$ cat src/spdt_pkg.sv
// ----------------------------------------------------------------------------
// spdt_pkg
// Shared types and constants for the sensor packet deframer and value table.
// ----------------------------------------------------------------------------
`default_nettype none

package spdt_pkg;

    localparam int TABLE_ENTRIES_DEF = 16;

    localparam int BYTE_W    = 8;
    localparam int VALUE_W   = 32;
    localparam int CNT_W     = 32;
    localparam int APB_W     = 32;
    localparam int ADDR_W    = 4;
    localparam int POS_W     = 12;
    localparam int END_POS_W = 11;
    localparam int GRP_W     = 9;
    localparam int LANE_W    = 3;

    localparam logic [POS_W-1:0]     POS_MAX      = '1;
    localparam logic [POS_W-1:0]     MIN_PACKET   = 12'd6;
    localparam logic [END_POS_W-1:0] END_POS_BASE = 11'd5;
    localparam logic [GRP_W-1:0]     GRP_MAX      = 9'd256;
    localparam logic [LANE_W-1:0]    LANE_LAST    = 3'd4;
    localparam logic [VALUE_W-1:0]   NOT_FOUND_BITS = 32'hC479_C000;

    typedef enum logic [0:0] {
        OP_BYTE   = 1'b0,
        OP_LOOKUP = 1'b1
    } op_t;

    typedef enum logic [0:0] {
        KIND_VERDICT = 1'b0,
        KIND_LOOKUP  = 1'b1
    } kind_t;

    typedef enum logic [1:0] {
        REG_START   = 2'd0,
        REG_VERSION = 2'd1,
        REG_END     = 2'd2
    } reg_idx_t;

    typedef enum logic [1:0] {
        ST_IDLE   = 2'd0,
        ST_COMMIT = 2'd1,
        ST_SCAN   = 2'd2
    } state_t;

    typedef struct packed {
        logic              done;
        logic              accepted;
        logic              bad_end;
        logic [BYTE_W-1:0] n;
    } verdict_t;

    typedef struct packed {
        logic [BYTE_W-1:0]  id;
        logic [VALUE_W-1:0] value;
    } staged_t;

endpackage

`default_nettype wire

$ cat src/spdt_req_if.sv
// ----------------------------------------------------------------------------
// spdt_req_if
// Request channel: packet bytes and lookup requests with valid/ready.
// ----------------------------------------------------------------------------
`default_nettype none

interface spdt_req_if;
    logic                           valid;
    logic                           ready;
    logic                           op;
    logic [spdt_pkg::BYTE_W-1:0]    data_byte;
    logic                           last_byte;
    logic [spdt_pkg::BYTE_W-1:0]    query_id;

    modport source (output valid, op, data_byte, last_byte, query_id, input ready);
    modport sink   (input valid, op, data_byte, last_byte, query_id, output ready);
endinterface

`default_nettype wire

$ cat src/spdt_rsp_if.sv
// ----------------------------------------------------------------------------
// spdt_rsp_if
// Response channel: packet verdicts and lookup answers with valid/ready.
// ----------------------------------------------------------------------------
`default_nettype none

interface spdt_rsp_if;
    logic                           valid;
    logic                           ready;
    logic                           kind;
    logic                           packet_accepted;
    logic                           found;
    logic [spdt_pkg::VALUE_W-1:0]   value_bits;
    logic [spdt_pkg::CNT_W-1:0]     good_packets;
    logic [spdt_pkg::CNT_W-1:0]     bad_end_packets;

    modport source (output valid, kind, packet_accepted, found, value_bits, good_packets,
                    bad_end_packets, input ready);
    modport sink   (input valid, kind, packet_accepted, found, value_bits, good_packets,
                    bad_end_packets, output ready);
endinterface

`default_nettype wire

$ cat src/sensor_packet_deframer_table_core.sv
// ----------------------------------------------------------------------------
// sensor_packet_deframer_table_core
// Sensor packet deframer with a lookup table of sensor values, APB config.
// ----------------------------------------------------------------------------
// packet byte: taken on each request handshake; the verdict transaction is valid the cycle after the last byte
// accepted packet: a commit of n = min(count, TABLE_ENTRIES) entries then holds ready low
//   while it runs, one table write per cycle through the single table write port
// lookup: answered without a table read on an empty table, else by sequential
//   table reads through the shared index counter and id compare
// reset: async active low; markers, counters and live count clear, table reads as empty
`default_nettype none

module sensor_packet_deframer_table_core #(
    parameter int TABLE_ENTRIES = spdt_pkg::TABLE_ENTRIES_DEF
) (
    input  wire logic                           clk,
    input  wire logic                           rst_n,
    spdt_req_if.sink                            req,
    spdt_rsp_if.source                          rsp,
    input  wire logic                           psel,
    input  wire logic                           penable,
    input  wire logic                           pwrite,
    input  wire logic [spdt_pkg::ADDR_W-1:0]    paddr,
    input  wire logic [spdt_pkg::APB_W-1:0]     pwdata,
    output logic [spdt_pkg::APB_W-1:0]          prdata,
    output logic                                pready
);

    localparam int IDX_W = (TABLE_ENTRIES > 1) ? $clog2(TABLE_ENTRIES) : 1;

    logic [spdt_pkg::BYTE_W-1:0]    start_reg, version_reg, end_reg;
    logic                           cfg_we, req_acc, byte_acc, lookup_acc, idle;
    spdt_pkg::reg_idx_t             reg_sel;
    spdt_pkg::verdict_t             verdict;
    spdt_pkg::staged_t              stg_rd;
    logic [IDX_W-1:0]               stg_rd_idx;

    assign pready  = 1'b1;
    assign cfg_we  = psel && penable && pwrite;
    assign reg_sel = spdt_pkg::reg_idx_t'(paddr[3:2]);

    always_ff @(posedge clk or negedge rst_n)
    begin
        if (!rst_n)
        begin
            start_reg   <= '0;
            version_reg <= '0;
            end_reg     <= '0;
        end
        else if (cfg_we)
        begin
            unique case (reg_sel)
                spdt_pkg::REG_START:   start_reg   <= pwdata[spdt_pkg::BYTE_W-1:0];
                spdt_pkg::REG_VERSION: version_reg <= pwdata[spdt_pkg::BYTE_W-1:0];
                spdt_pkg::REG_END:     end_reg     <= pwdata[spdt_pkg::BYTE_W-1:0];
                default:               ;
            endcase
        end
    end

    always_comb
    begin
        unique case (reg_sel)
            spdt_pkg::REG_START:   prdata = spdt_pkg::APB_W'(start_reg);
            spdt_pkg::REG_VERSION: prdata = spdt_pkg::APB_W'(version_reg);
            spdt_pkg::REG_END:     prdata = spdt_pkg::APB_W'(end_reg);
            default:               prdata = '0;
        endcase
    end

    // one response slot; a new transaction needs it free or freeing this cycle
    assign req.ready  = idle && (!rsp.valid || rsp.ready);
    assign req_acc    = req.valid && req.ready;
    assign byte_acc   = req_acc && (req.op == spdt_pkg::OP_BYTE);
    assign lookup_acc = req_acc && (req.op == spdt_pkg::OP_LOOKUP);

    spdt_frame_rx #(
        .TABLE_ENTRIES (TABLE_ENTRIES)
    ) u_frame_rx (
        .clk          (clk),
        .rst_n        (rst_n),
        .byte_acc     (byte_acc),
        .data_byte    (req.data_byte),
        .last_byte    (req.last_byte),
        .start_marker (start_reg),
        .version_code (version_reg),
        .end_marker   (end_reg),
        .rd_idx       (stg_rd_idx),
        .stg_rd       (stg_rd),
        .verdict      (verdict)
    );

    spdt_table_engine #(
        .TABLE_ENTRIES (TABLE_ENTRIES)
    ) u_table_engine (
        .clk             (clk),
        .rst_n           (rst_n),
        .lookup_acc      (lookup_acc),
        .query_id        (req.query_id),
        .verdict         (verdict),
        .stg_rd          (stg_rd),
        .stg_rd_idx      (stg_rd_idx),
        .idle            (idle),
        .out_ready       (rsp.ready),
        .out_valid       (rsp.valid),
        .kind            (rsp.kind),
        .packet_accepted (rsp.packet_accepted),
        .found           (rsp.found),
        .value_bits      (rsp.value_bits),
        .good_packets    (rsp.good_packets),
        .bad_end_packets (rsp.bad_end_packets)
    );

endmodule

`default_nettype wire

$ cat src/spdt_frame_rx.sv
// ----------------------------------------------------------------------------
// spdt_frame_rx
// Byte parser: header checks, entry staging store and end-of-packet verdict.
// ----------------------------------------------------------------------------
`default_nettype none

module spdt_frame_rx #(
    parameter int  TABLE_ENTRIES = spdt_pkg::TABLE_ENTRIES_DEF,
    localparam int IDX_W = (TABLE_ENTRIES > 1) ? $clog2(TABLE_ENTRIES) : 1
) (
    input  wire logic                           clk,
    input  wire logic                           rst_n,
    input  wire logic                           byte_acc,
    input  wire logic [spdt_pkg::BYTE_W-1:0]    data_byte,
    input  wire logic                           last_byte,
    input  wire logic [spdt_pkg::BYTE_W-1:0]    start_marker,
    input  wire logic [spdt_pkg::BYTE_W-1:0]    version_code,
    input  wire logic [spdt_pkg::BYTE_W-1:0]    end_marker,
    input  wire logic [IDX_W-1:0]               rd_idx,
    output spdt_pkg::staged_t                   stg_rd,
    output spdt_pkg::verdict_t                  verdict
);

    logic [spdt_pkg::POS_W-1:0]     pos_reg, pos_next, pos_inc;
    logic                           hdr_bad_reg, hdr_bad_next, t_hdr;
    logic [spdt_pkg::BYTE_W-1:0]    count_reg, count_next, t_count;
    logic [spdt_pkg::END_POS_W-1:0] end_pos_reg, end_pos_next, t_end_pos;
    logic [spdt_pkg::BYTE_W-1:0]    end_seen_reg, end_seen_next, t_end_seen;
    logic [spdt_pkg::GRP_W-1:0]     grp_reg, grp_next, t_grp;
    logic [spdt_pkg::LANE_W-1:0]    lane_reg, lane_next, t_lane;
    logic                           stage_hit, stg_we, frame_ok;
    logic [1:0]                     lane_sel;

    logic [spdt_pkg::BYTE_W-1:0]    stg_id_mem  [TABLE_ENTRIES];
    logic [spdt_pkg::VALUE_W-1:0]   stg_val_mem [TABLE_ENTRIES];
    spdt_pkg::staged_t              stg_rd_reg;

    always_comb
    begin
        pos_inc    = (pos_reg == spdt_pkg::POS_MAX) ? pos_reg
                                                     : pos_reg + spdt_pkg::POS_W'(1);
        t_hdr      = hdr_bad_reg;
        t_count    = count_reg;
        t_end_pos  = end_pos_reg;
        t_end_seen = end_seen_reg;
        t_grp      = grp_reg;
        t_lane     = lane_reg;
        stage_hit  = 1'b0;
        if (pos_reg == spdt_pkg::POS_W'(0))
        begin
            if (data_byte != start_marker)
                t_hdr = 1'b1;
        end
        else if (pos_reg == spdt_pkg::POS_W'(1))
        begin
            if (data_byte != version_code)
                t_hdr = 1'b1;
        end
        else if (pos_reg == spdt_pkg::POS_W'(2))
        begin
            // end position is 5 + 5 * count
            t_count   = data_byte;
            t_end_pos = ({3'b000, data_byte} << 2) + {3'b000, data_byte}
                        + spdt_pkg::END_POS_BASE;
        end
        else
        begin
            stage_hit = (grp_reg < {1'b0, count_reg})
                        && (grp_reg < spdt_pkg::GRP_W'(TABLE_ENTRIES));
            if (pos_reg == {1'b0, end_pos_reg})
                t_end_seen = data_byte;
            if (lane_reg == spdt_pkg::LANE_LAST)
            begin
                t_lane = '0;
                if (grp_reg != spdt_pkg::GRP_MAX)
                    t_grp = grp_reg + spdt_pkg::GRP_W'(1);
            end
            else
            begin
                t_lane = lane_reg + spdt_pkg::LANE_W'(1);
            end
        end

        stg_we   = byte_acc && stage_hit;
        lane_sel = 2'(lane_reg - spdt_pkg::LANE_W'(1));

        frame_ok = (pos_inc >= spdt_pkg::MIN_PACKET) && !t_hdr
                   && (pos_inc > {1'b0, t_end_pos});
        verdict.done     = byte_acc && last_byte;
        verdict.accepted = verdict.done && frame_ok && (t_end_seen == end_marker);
        verdict.bad_end  = verdict.done && frame_ok && (t_end_seen != end_marker);
        verdict.n        = (t_count > spdt_pkg::BYTE_W'(TABLE_ENTRIES))
                           ? spdt_pkg::BYTE_W'(TABLE_ENTRIES) : t_count;

        pos_next      = pos_reg;
        hdr_bad_next  = hdr_bad_reg;
        count_next    = count_reg;
        end_pos_next  = end_pos_reg;
        end_seen_next = end_seen_reg;
        grp_next      = grp_reg;
        lane_next     = lane_reg;
        if (byte_acc && last_byte)
        begin
            pos_next      = '0;
            hdr_bad_next  = 1'b0;
            count_next    = '0;
            end_pos_next  = spdt_pkg::END_POS_BASE;
            end_seen_next = '0;
            grp_next      = '0;
            lane_next     = '0;
        end
        else if (byte_acc)
        begin
            pos_next      = pos_inc;
            hdr_bad_next  = t_hdr;
            count_next    = t_count;
            end_pos_next  = t_end_pos;
            end_seen_next = t_end_seen;
            grp_next      = t_grp;
            lane_next     = t_lane;
        end
    end

    always_ff @(posedge clk or negedge rst_n)
    begin
        if (!rst_n)
        begin
            pos_reg      <= '0;
            hdr_bad_reg  <= 1'b0;
            count_reg    <= '0;
            end_pos_reg  <= spdt_pkg::END_POS_BASE;
            end_seen_reg <= '0;
            grp_reg      <= '0;
            lane_reg     <= '0;
        end
        else
        begin
            pos_reg      <= pos_next;
            hdr_bad_reg  <= hdr_bad_next;
            count_reg    <= count_next;
            end_pos_reg  <= end_pos_next;
            end_seen_reg <= end_seen_next;
            grp_reg      <= grp_next;
            lane_reg     <= lane_next;
        end
    end

    // staging store, value bytes arrive least significant first
    always_ff @(posedge clk)
    begin
        if (stg_we && (lane_reg == '0))
            stg_id_mem[grp_reg[IDX_W-1:0]] <= data_byte;
        if (stg_we && (lane_reg != '0))
            stg_val_mem[grp_reg[IDX_W-1:0]][{lane_sel, 3'b000} +: spdt_pkg::BYTE_W] <= data_byte;
        stg_rd_reg.id    <= stg_id_mem[rd_idx];
        stg_rd_reg.value <= stg_val_mem[rd_idx];
    end

    assign stg_rd = stg_rd_reg;

endmodule

`default_nettype wire

$ cat src/spdt_table_engine.sv
// ----------------------------------------------------------------------------
// spdt_table_engine
// Table sequencer: one index counter and compare shared by commit and lookup
// scan, the sensor table memory, packet counters and the response register.
// ----------------------------------------------------------------------------
`default_nettype none

module spdt_table_engine #(
    parameter int  TABLE_ENTRIES = spdt_pkg::TABLE_ENTRIES_DEF,
    localparam int IDX_W = (TABLE_ENTRIES > 1) ? $clog2(TABLE_ENTRIES) : 1
) (
    input  wire logic                           clk,
    input  wire logic                           rst_n,
    input  wire logic                           lookup_acc,
    input  wire logic [spdt_pkg::BYTE_W-1:0]    query_id,
    input  wire spdt_pkg::verdict_t             verdict,
    input  wire spdt_pkg::staged_t              stg_rd,
    output logic [IDX_W-1:0]                    stg_rd_idx,
    output logic                                idle,
    input  wire logic                           out_ready,
    output logic                                out_valid,
    output logic                                kind,
    output logic                                packet_accepted,
    output logic                                found,
    output logic [spdt_pkg::VALUE_W-1:0]        value_bits,
    output logic [spdt_pkg::CNT_W-1:0]          good_packets,
    output logic [spdt_pkg::CNT_W-1:0]          bad_end_packets
);

    spdt_pkg::state_t               state_reg, state_next;
    logic [spdt_pkg::BYTE_W-1:0]    idx_reg, idx_next;
    logic [spdt_pkg::BYTE_W-1:0]    live_reg, live_next;
    logic [spdt_pkg::BYTE_W-1:0]    q_reg, q_next;
    logic                           issued_reg, issued_next;
    logic                           rd_vld_reg, rd_vld_next;
    logic                           rd_last_reg, rd_last_next;
    logic                           wr_pend_reg, wr_pend_next;
    logic [IDX_W-1:0]               wr_idx_reg;
    logic [spdt_pkg::CNT_W-1:0]     ok_reg, ok_next;
    logic [spdt_pkg::CNT_W-1:0]     err_reg, err_next;
    logic                           out_valid_reg, out_valid_next;
    logic                           kind_reg, acc_reg, found_reg;
    logic [spdt_pkg::VALUE_W-1:0]   value_reg;
    logic [spdt_pkg::CNT_W-1:0]     good_reg, bad_reg;

    logic                           last_issue, hit, issue_scan, res_load;
    logic                           res_kind, res_acc, res_found;
    logic [spdt_pkg::VALUE_W-1:0]   res_value;

    logic [spdt_pkg::BYTE_W-1:0]    tbl_id_mem  [TABLE_ENTRIES];
    logic [spdt_pkg::VALUE_W-1:0]   tbl_val_mem [TABLE_ENTRIES];
    logic [spdt_pkg::BYTE_W-1:0]    tbl_id_rd_reg;
    logic [spdt_pkg::VALUE_W-1:0]   tbl_val_rd_reg;

    assign last_issue = (idx_reg == (live_reg - spdt_pkg::BYTE_W'(1)));
    assign hit        = (tbl_id_rd_reg == q_reg);

    // next state
    always_comb
    begin
        state_next = state_reg;
        unique case (state_reg)
            spdt_pkg::ST_IDLE:
            begin
                if (verdict.done && verdict.accepted && (verdict.n != '0))
                    state_next = spdt_pkg::ST_COMMIT;
                else if (lookup_acc && (live_reg != '0))
                    state_next = spdt_pkg::ST_SCAN;
            end
            spdt_pkg::ST_COMMIT:
            begin
                if (last_issue)
                    state_next = spdt_pkg::ST_IDLE;
            end
            spdt_pkg::ST_SCAN:
            begin
                if (rd_vld_reg && (hit || rd_last_reg))
                    state_next = spdt_pkg::ST_IDLE;
            end
            default:
            begin
                state_next = spdt_pkg::ST_IDLE;
            end
        endcase
    end

    // outputs and datapath
    always_comb
    begin
        idle         = (state_reg == spdt_pkg::ST_IDLE);
        issue_scan   = (state_reg == spdt_pkg::ST_SCAN) && !issued_reg;
        idx_next     = '0;
        issued_next  = 1'b0;
        rd_vld_next  = issue_scan;
        rd_last_next = issue_scan && last_issue;
        wr_pend_next = (state_reg == spdt_pkg::ST_COMMIT);
        live_next    = live_reg;
        q_next       = q_reg;
        ok_next      = ok_reg;
        err_next     = err_reg;
        res_load     = 1'b0;
        res_kind     = spdt_pkg::KIND_LOOKUP;
        res_acc      = 1'b0;
        res_found    = 1'b0;
        res_value    = spdt_pkg::NOT_FOUND_BITS;

        unique case (state_reg)
            spdt_pkg::ST_IDLE:
            begin
                if (verdict.done)
                begin
                    if (verdict.accepted)
                    begin
                        live_next = verdict.n;
                        ok_next   = ok_reg + spdt_pkg::CNT_W'(1);
                    end
                    if (verdict.bad_end)
                        err_next = err_reg + spdt_pkg::CNT_W'(1);
                    res_load  = 1'b1;
                    res_kind  = spdt_pkg::KIND_VERDICT;
                    res_acc   = verdict.accepted;
                    res_value = '0;
                end
                else if (lookup_acc)
                begin
                    q_next = query_id;
                    if (live_reg == '0)
                        res_load = 1'b1;
                end
            end
            spdt_pkg::ST_COMMIT:
            begin
                idx_next = idx_reg + spdt_pkg::BYTE_W'(1);
            end
            spdt_pkg::ST_SCAN:
            begin
                issued_next = issued_reg || last_issue;
                idx_next    = issue_scan && !last_issue ? idx_reg + spdt_pkg::BYTE_W'(1)
                                                        : idx_reg;
                if (rd_vld_reg && hit)
                begin
                    res_load  = 1'b1;
                    res_found = 1'b1;
                    res_value = tbl_val_rd_reg;
                end
                else if (rd_vld_reg && rd_last_reg)
                begin
                    res_load = 1'b1;
                end
            end
            default:
            begin
                idx_next = '0;
            end
        endcase

        if (res_load)
            out_valid_next = 1'b1;
        else if (out_ready)
            out_valid_next = 1'b0;
        else
            out_valid_next = out_valid_reg;

        stg_rd_idx      = idx_reg[IDX_W-1:0];
        out_valid       = out_valid_reg;
        kind            = kind_reg;
        packet_accepted = acc_reg;
        found           = found_reg;
        value_bits      = value_reg;
        good_packets    = good_reg;
        bad_end_packets = bad_reg;
    end

    always_ff @(posedge clk or negedge rst_n)
    begin
        if (!rst_n)
        begin
            state_reg     <= spdt_pkg::ST_IDLE;
            idx_reg       <= '0;
            live_reg      <= '0;
            issued_reg    <= 1'b0;
            rd_vld_reg    <= 1'b0;
            rd_last_reg   <= 1'b0;
            wr_pend_reg   <= 1'b0;
            ok_reg        <= '0;
            err_reg       <= '0;
            out_valid_reg <= 1'b0;
        end
        else
        begin
            state_reg     <= state_next;
            idx_reg       <= idx_next;
            live_reg      <= live_next;
            issued_reg    <= issued_next;
            rd_vld_reg    <= rd_vld_next;
            rd_last_reg   <= rd_last_next;
            wr_pend_reg   <= wr_pend_next;
            ok_reg        <= ok_next;
            err_reg       <= err_next;
            out_valid_reg <= out_valid_next;
        end
    end

    always_ff @(posedge clk)
    begin
        q_reg      <= q_next;
        wr_idx_reg <= idx_reg[IDX_W-1:0];
        if (res_load)
        begin
            kind_reg  <= res_kind;
            acc_reg   <= res_acc;
            found_reg <= res_found;
            value_reg <= res_value;
            good_reg  <= ok_next;
            bad_reg   <= err_next;
        end
    end

    // sensor table, one write and one registered read per cycle
    always_ff @(posedge clk)
    begin
        if (wr_pend_reg)
        begin
            tbl_id_mem[wr_idx_reg]  <= stg_rd.id;
            tbl_val_mem[wr_idx_reg] <= stg_rd.value;
        end
        tbl_id_rd_reg  <= tbl_id_mem[idx_reg[IDX_W-1:0]];
        tbl_val_rd_reg <= tbl_val_mem[idx_reg[IDX_W-1:0]];
    end

    a_live_bound: assert property (@(posedge clk) disable iff (!rst_n)
        live_reg <= spdt_pkg::BYTE_W'(TABLE_ENTRIES))
        else $error("live count exceeds table size");

    a_commit_nonempty: assert property (@(posedge clk) disable iff (!rst_n)
        (state_reg == spdt_pkg::ST_COMMIT) |-> (live_reg != '0))
        else $error("commit running with empty live count");

    a_wr_in_range: assert property (@(posedge clk) disable iff (!rst_n)
        wr_pend_reg |-> (spdt_pkg::BYTE_W'(wr_idx_reg) < live_reg))
        else $error("table write beyond live count");

    a_scan_slot_free: assert property (@(posedge clk) disable iff (!rst_n)
        ((state_reg == spdt_pkg::ST_SCAN) && res_load) |-> !out_valid_reg)
        else $error("lookup answer would overwrite a pending transaction");

    a_ok_step: assert property (@(posedge clk) disable iff (!rst_n)
        (ok_reg != $past(ok_reg)) |-> (ok_reg == $past(ok_reg) + spdt_pkg::CNT_W'(1)))
        else $error("good packet counter jumped");

endmodule

`default_nettype wire
$ cat src/flat_wrapper.sv
// flat-port wrapper written by rule: the top's interface ports become plain ports
module sensor_packet_deframer_table_core_flat 
#(
    parameter int TABLE_ENTRIES = spdt_pkg::TABLE_ENTRIES_DEF
)
  (clk, rst_n, psel, penable, pwrite, paddr, pwdata, prdata, pready, req_valid, req_op, req_data_byte, req_last_byte, req_query_id, req_ready, rsp_valid, rsp_kind, rsp_packet_accepted, rsp_found, rsp_value_bits, rsp_good_packets, rsp_bad_end_packets, rsp_ready);
  spdt_req_if req_i ();
  spdt_rsp_if rsp_i ();
  input  wire logic clk;
  input  wire logic rst_n;
  input  wire logic psel;
  input  wire logic penable;
  input  wire logic pwrite;
  input  wire logic [spdt_pkg::ADDR_W-1:0] paddr;
  input  wire logic [spdt_pkg::APB_W-1:0] pwdata;
  output logic [spdt_pkg::APB_W-1:0] prdata;
  output logic pready;
  input wire logic [$bits(req_i.valid)-1:0] req_valid;
  input wire logic [$bits(req_i.op)-1:0] req_op;
  input wire logic [$bits(req_i.data_byte)-1:0] req_data_byte;
  input wire logic [$bits(req_i.last_byte)-1:0] req_last_byte;
  input wire logic [$bits(req_i.query_id)-1:0] req_query_id;
  output wire logic [$bits(req_i.ready)-1:0] req_ready;
  output wire logic [$bits(rsp_i.valid)-1:0] rsp_valid;
  output wire logic [$bits(rsp_i.kind)-1:0] rsp_kind;
  output wire logic [$bits(rsp_i.packet_accepted)-1:0] rsp_packet_accepted;
  output wire logic [$bits(rsp_i.found)-1:0] rsp_found;
  output wire logic [$bits(rsp_i.value_bits)-1:0] rsp_value_bits;
  output wire logic [$bits(rsp_i.good_packets)-1:0] rsp_good_packets;
  output wire logic [$bits(rsp_i.bad_end_packets)-1:0] rsp_bad_end_packets;
  input wire logic [$bits(rsp_i.ready)-1:0] rsp_ready;
  assign req_i.valid = req_valid;
  assign req_i.op = req_op;
  assign req_i.data_byte = req_data_byte;
  assign req_i.last_byte = req_last_byte;
  assign req_i.query_id = req_query_id;
  assign req_ready = req_i.ready;
  assign rsp_valid = rsp_i.valid;
  assign rsp_kind = rsp_i.kind;
  assign rsp_packet_accepted = rsp_i.packet_accepted;
  assign rsp_found = rsp_i.found;
  assign rsp_value_bits = rsp_i.value_bits;
  assign rsp_good_packets = rsp_i.good_packets;
  assign rsp_bad_end_packets = rsp_i.bad_end_packets;
  assign rsp_i.ready = rsp_ready;
  sensor_packet_deframer_table_core #(.TABLE_ENTRIES(TABLE_ENTRIES)) u_core (.clk(clk), .rst_n(rst_n), .req(req_i), .rsp(rsp_i), .psel(psel), .penable(penable), .pwrite(pwrite), .paddr(paddr), .pwdata(pwdata), .prdata(prdata), .pready(pready));
endmodule
$ cat config.mk
export PLATFORM = sky130hd
export DESIGN_NAME = sensor_packet_deframer_table_core_flat
export DESIGN_NICKNAME = d
export VERILOG_FILES = /design/src/spdt_pkg.sv /design/src/spdt_req_if.sv /design/src/spdt_rsp_if.sv /design/src/sensor_packet_deframer_table_core.sv /design/src/spdt_frame_rx.sv /design/src/spdt_table_engine.sv /design/src/flat_wrapper.sv
export SDC_FILE = /design/constraint.sdc
export NUM_CORES = 2
export LEC_CHECK = 0
export ABC_CLOCK_PERIOD_IN_PS = 10800
export BUFFER_PORTS_ARGS = -buffer_cell sky130_fd_sc_hd__buf_2
export CAP_MARGIN = 25
export CORE_ASPECT_RATIO = 1.25
export CORE_MARGIN = 3
export CORE_UTILIZATION = 35
export DETAILED_ROUTE_END_ITERATION = 10
export PLACE_DENSITY_LB_ADDON = 0.05
export SETUP_SLACK_MARGIN = 0.15
export SYNTH_ARGS = -nofsm -noshare
export SYNTH_HDL_FRONTEND = slang
export SYNTH_SLANG_ARGS = --single-unit
$ cat constraint.sdc
create_clock -name clk -period 10.8 [get_ports clk]
set_input_delay 0.54 -clock clk [delete_from_list [all_inputs] [get_ports clk]]
set_output_delay 0.54 -clock clk [all_outputs]
set_load 0.01 [all_outputs]
==> results.cfg <==
[run_status]
outcome = completed

[placement]
post-dp-hpwl_microns = 98500
dpl_cell_area_sq_mm = 0.0690
portBuffers = 143
place_congestion = 0.785

[sta]
setup_violations = 0
fin_skew_ns = 0.0261
worst_pin_slew_ns = 1.05
maxSlewHeadroom_pct = 29.4
fmax_mhz = 193
post-route-min-period_ns = 5.19
hold_viol_final = 0
period_share_pct = 48.0
maxSlewViolCount = 0
setup_tns_ns = 0
rsz0062_at_grt = false

[clock_tree]
clk_pin_slew_ns = 0.06
post_cts_resized = 0
cts-root-buf = clkbuf_16
cts_buffers = 172
cts_tree = built
h-tree-depth = 4
numClockSinks = 1634
clk_latency_ns = 0.80
clk_path_buf_depth = 3

[worst_setup_path]
worstSetupPathType = in -> reg
rrSetupSlack_ns = 5.70
cp.arrival_ns = 5.74
critPathMaxFanout = 33
worstSetupStartpointType = input port
critPathMostFrequentCell = ha_1
r2r-start = u_core.u_frame_rx.pos_reg[5]$_DFFE_PN0N_
crit_chain = buf_2 -> buf_4 -> inv_1 -> ha_1 -> inv_1 -> ha_1 -> a21o_1 -> a21oi_1 -> o21bai_1 -> a2111oi_0 -> or3_1 -> xnor2_1 -> mux2i_1 -> ha_1 -> nand2_1 -> nor2_1 -> o21ai_0 -> a311oi_1 -> o21ai_4 -> buf_4 -> nor2_4 -> mux2_2
r2r_cells = 13
critPathBufInv = 5
cp_slowest_cell = a311oi_1
cp_top_family = compound AO/OA/AOI/OAI gates
worst-endpoint-required_ns = 11.35
endpoint_kind = register
r2r-end = u_core.u_table_engine.good_packets[1]$_DFFE_PP_
max_stage_delay_ns = 0.76

[logic_synthesis]
yosysTopAreaCellShare_pct = 64.2
yosys-top-cells-area = edfxtp_1 (64%), mux4_2 (14%), dfrtp_1 (6.2%), dfxtp_1 (2.6%), xor2_1 (1.6%)
netlist_instances = 3392
yosys_warnings = 0
synth-seq-area-share_pct = 73.1
synth_ff_type = edfxtp_1
synth_cell_types = 82
synth_top_area_cell = edfxtp_1
syn_area_sq_mm = 0.0649
synth_seq_cells = 1634
synth.avg_cell_area_sq_um = 19.1
async_reset_ff_share_pct = 9.98
synth-edff-count = 1387

[routing]
ant_nets = 0
wirelength_microns = 164000
avgViaCountPerCell = 5.18
wl_per_cell_microns = 26.3
num_vias = 32200
drcViolationCount = 0
drtIter0Drc = 2074
drt_pre_antenna_iters = 8

[power_and_ir_drop]
p_comb_share_pct = 16.7
internal-power_w = 0.0122
seqPwrFrac_pct = 48.6
swShare_pct = 27.0
p_leak_nw = 25.1
power_density_mw_per_mm2 = 223
clockPowerShare_pct = 34.6
ir_worst_vdd_mv = 0.190
power.switching_w = 0.00449
p_total_w = 0.0167

[cells_and_area]
syn_to_final_growth_pct = 15.2
fin_area_sq_mm = 0.0747
nets = 3787
final_layout_size_suffix_gt1_share_pct = 26.9

[floorplanning]
start_util_pct = 35.2
io_pins = 195
coreArea_sq_mm = 0.184
die_w_microns = 391
dieArea_sq_mm = 0.191
die_h_microns = 487
rows = 176

[grt]
grt_pass1_wl_microns = 241000
antenna_found_initial = 7
grt_pass1_vias = 34800
grt_overflow = 0
track_usage_pct = 17.3
grt_start_max_net_pins = 106

[flow_run]
maxCapViolCount = 0

[worst_hold_path]
hold_class = in -> async
## layout by cell type (no fill, tap or decap), types with 59 or more instances in the layout
cell type and instances:
a21oi_1 109, mux4_2 400, buf_4 130, xor2_1 115, dfrtp_1 157, buf_2 143, nand3_1 122, and2_1 75
dfxtp_1 84, nand2_1 92, edfxtp_1 1387, clkbuf_16 176, o21ai_0 59
## cells in the mapped netlist (6+ instances only)
cell         n
mux4_2     400
mux2_2      29
nor4_1      15
nor3_2      18
clkbuf_1   124
dfrtp_1    161
a22oi_1     17
ha_1        54
o22ai_1      7
nor2_1      71
and3_1      31
and2_1      75
a21oi_1    113
dfxtp_1     84
o21ai_0     59
buf_4       28
xnor2_1     23
or4_1        6
nand2_1     92
nor4_2       9
or3_1       10
a21o_1      10
xor2_1     115
edfxtp_1  1387
inv_1       40
buf_2       18
nand4_1     34
nand3_1    122
nand2b_1    10
nor3b_1      7
nor2b_1     18
nor3_1      52
buf_1       44
mux2i_1     17
## power groups by stage
stage	Combinational (W)	Sequential (W)	Clock (W)
floorplan	0.00198	0.00800	0
global placement	0.00277	0.00819	0
detailed placement	0.00284	0.00824	0
CTS	0.00286	0.00811	0.00596
global route	0.00304	0.00817	0.00620
finish	0.00279	0.00810	0.00577
## cells by family (layout without fill, tap and decap cells)
group,Yosys count,after routing,synth area share [%]
simple gates,599,599,5.23
other cells,2,26,0.0116
compound gates,260,260,2.39
fa+ha+maj,54,54,1.04
mux,448,448,14.7
buf+inv,257,664,1.69
xor+xnor,138,138,1.86
flops,1634,1634,73.1
## per-layer routing
layer / vias to the layer above / GRT usage (%) / share of wire (%)
met1: 17200 / 21.6 / 41
met5: - / 0 / 0
li1: 14200 / - / -
met3: 223 / 2.47 / 3.3
met2: 643 / 31.5 / 54
met4: 0 / 4.24 / 2.0
## worst max-delay path by stage
| stage | from | to | slack [ns] | cells after the start |
|---|---|---|---|---|
| 2_1_floorplan | u_core.u_table_engine.live_reg[3]$_DFFE_PN0P_ | u_core.u_table_engine.out_valid$_DFFE_PN0P_ | 4.09 | 4 |
| 3_3_place_gp | req_data_byte[2] | u_core.u_table_engine.good_packets[1]$_DFFE_PP_ | 4.83 | 22 |
| 3_5_place_dp | req_data_byte[2] | u_core.u_table_engine.good_packets[1]$_DFFE_PP_ | 4.82 | 22 |
| 4_1_cts | req_data_byte[2] | u_core.u_table_engine.good_packets[1]$_DFFE_PP_ | 5.68 | 22 |
| 5_1_grt | u_core.u_frame_rx.pos_reg[5]$_DFFE_PN0N_ | u_core.u_table_engine.good_packets[1]$_DFFE_PP_ | 5.31 | 13 |
| 6_report | req_data_byte[2] | u_core.u_table_engine.good_packets[1]$_DFFE_PP_ | 5.61 | 22 |
## per-stage QoR
step | hold slack, ns | instances | utilization (%) | setup slack [ns]
global route | 0.228 | 6226 | 40.6 | 5.31
finish | 0.241 | 6226 | 40.6 | 5.61
detailed placement | 0.436 | 5874 | 37.5 | 4.82
CTS | 0.199 | 6215 | 40.5 | 5.68
floorplan | 0.244 | 3415 | - | 4.09
global placement | 0.435 | 5846 | 37.3 | 4.83
## layout make-up
class | count | area [sq um]
antenna | 1 | 2.50
clock inverter | 84 | 752
clock buffer | 240 | 4730
tap | 2403 | 3010
multi-input combinational | 1524 | 16600
timing repair buffer | 298 | 2020
sequential | 1634 | 47400
inverter | 42 | 158
fill | 16400 | 109000
## what timing repair did
action,in CTS,in global routing
buffers inserted,0,0
hold buffers,17,0
hold endpoints to repair,71,0
(Power assumes the default switching activity.)
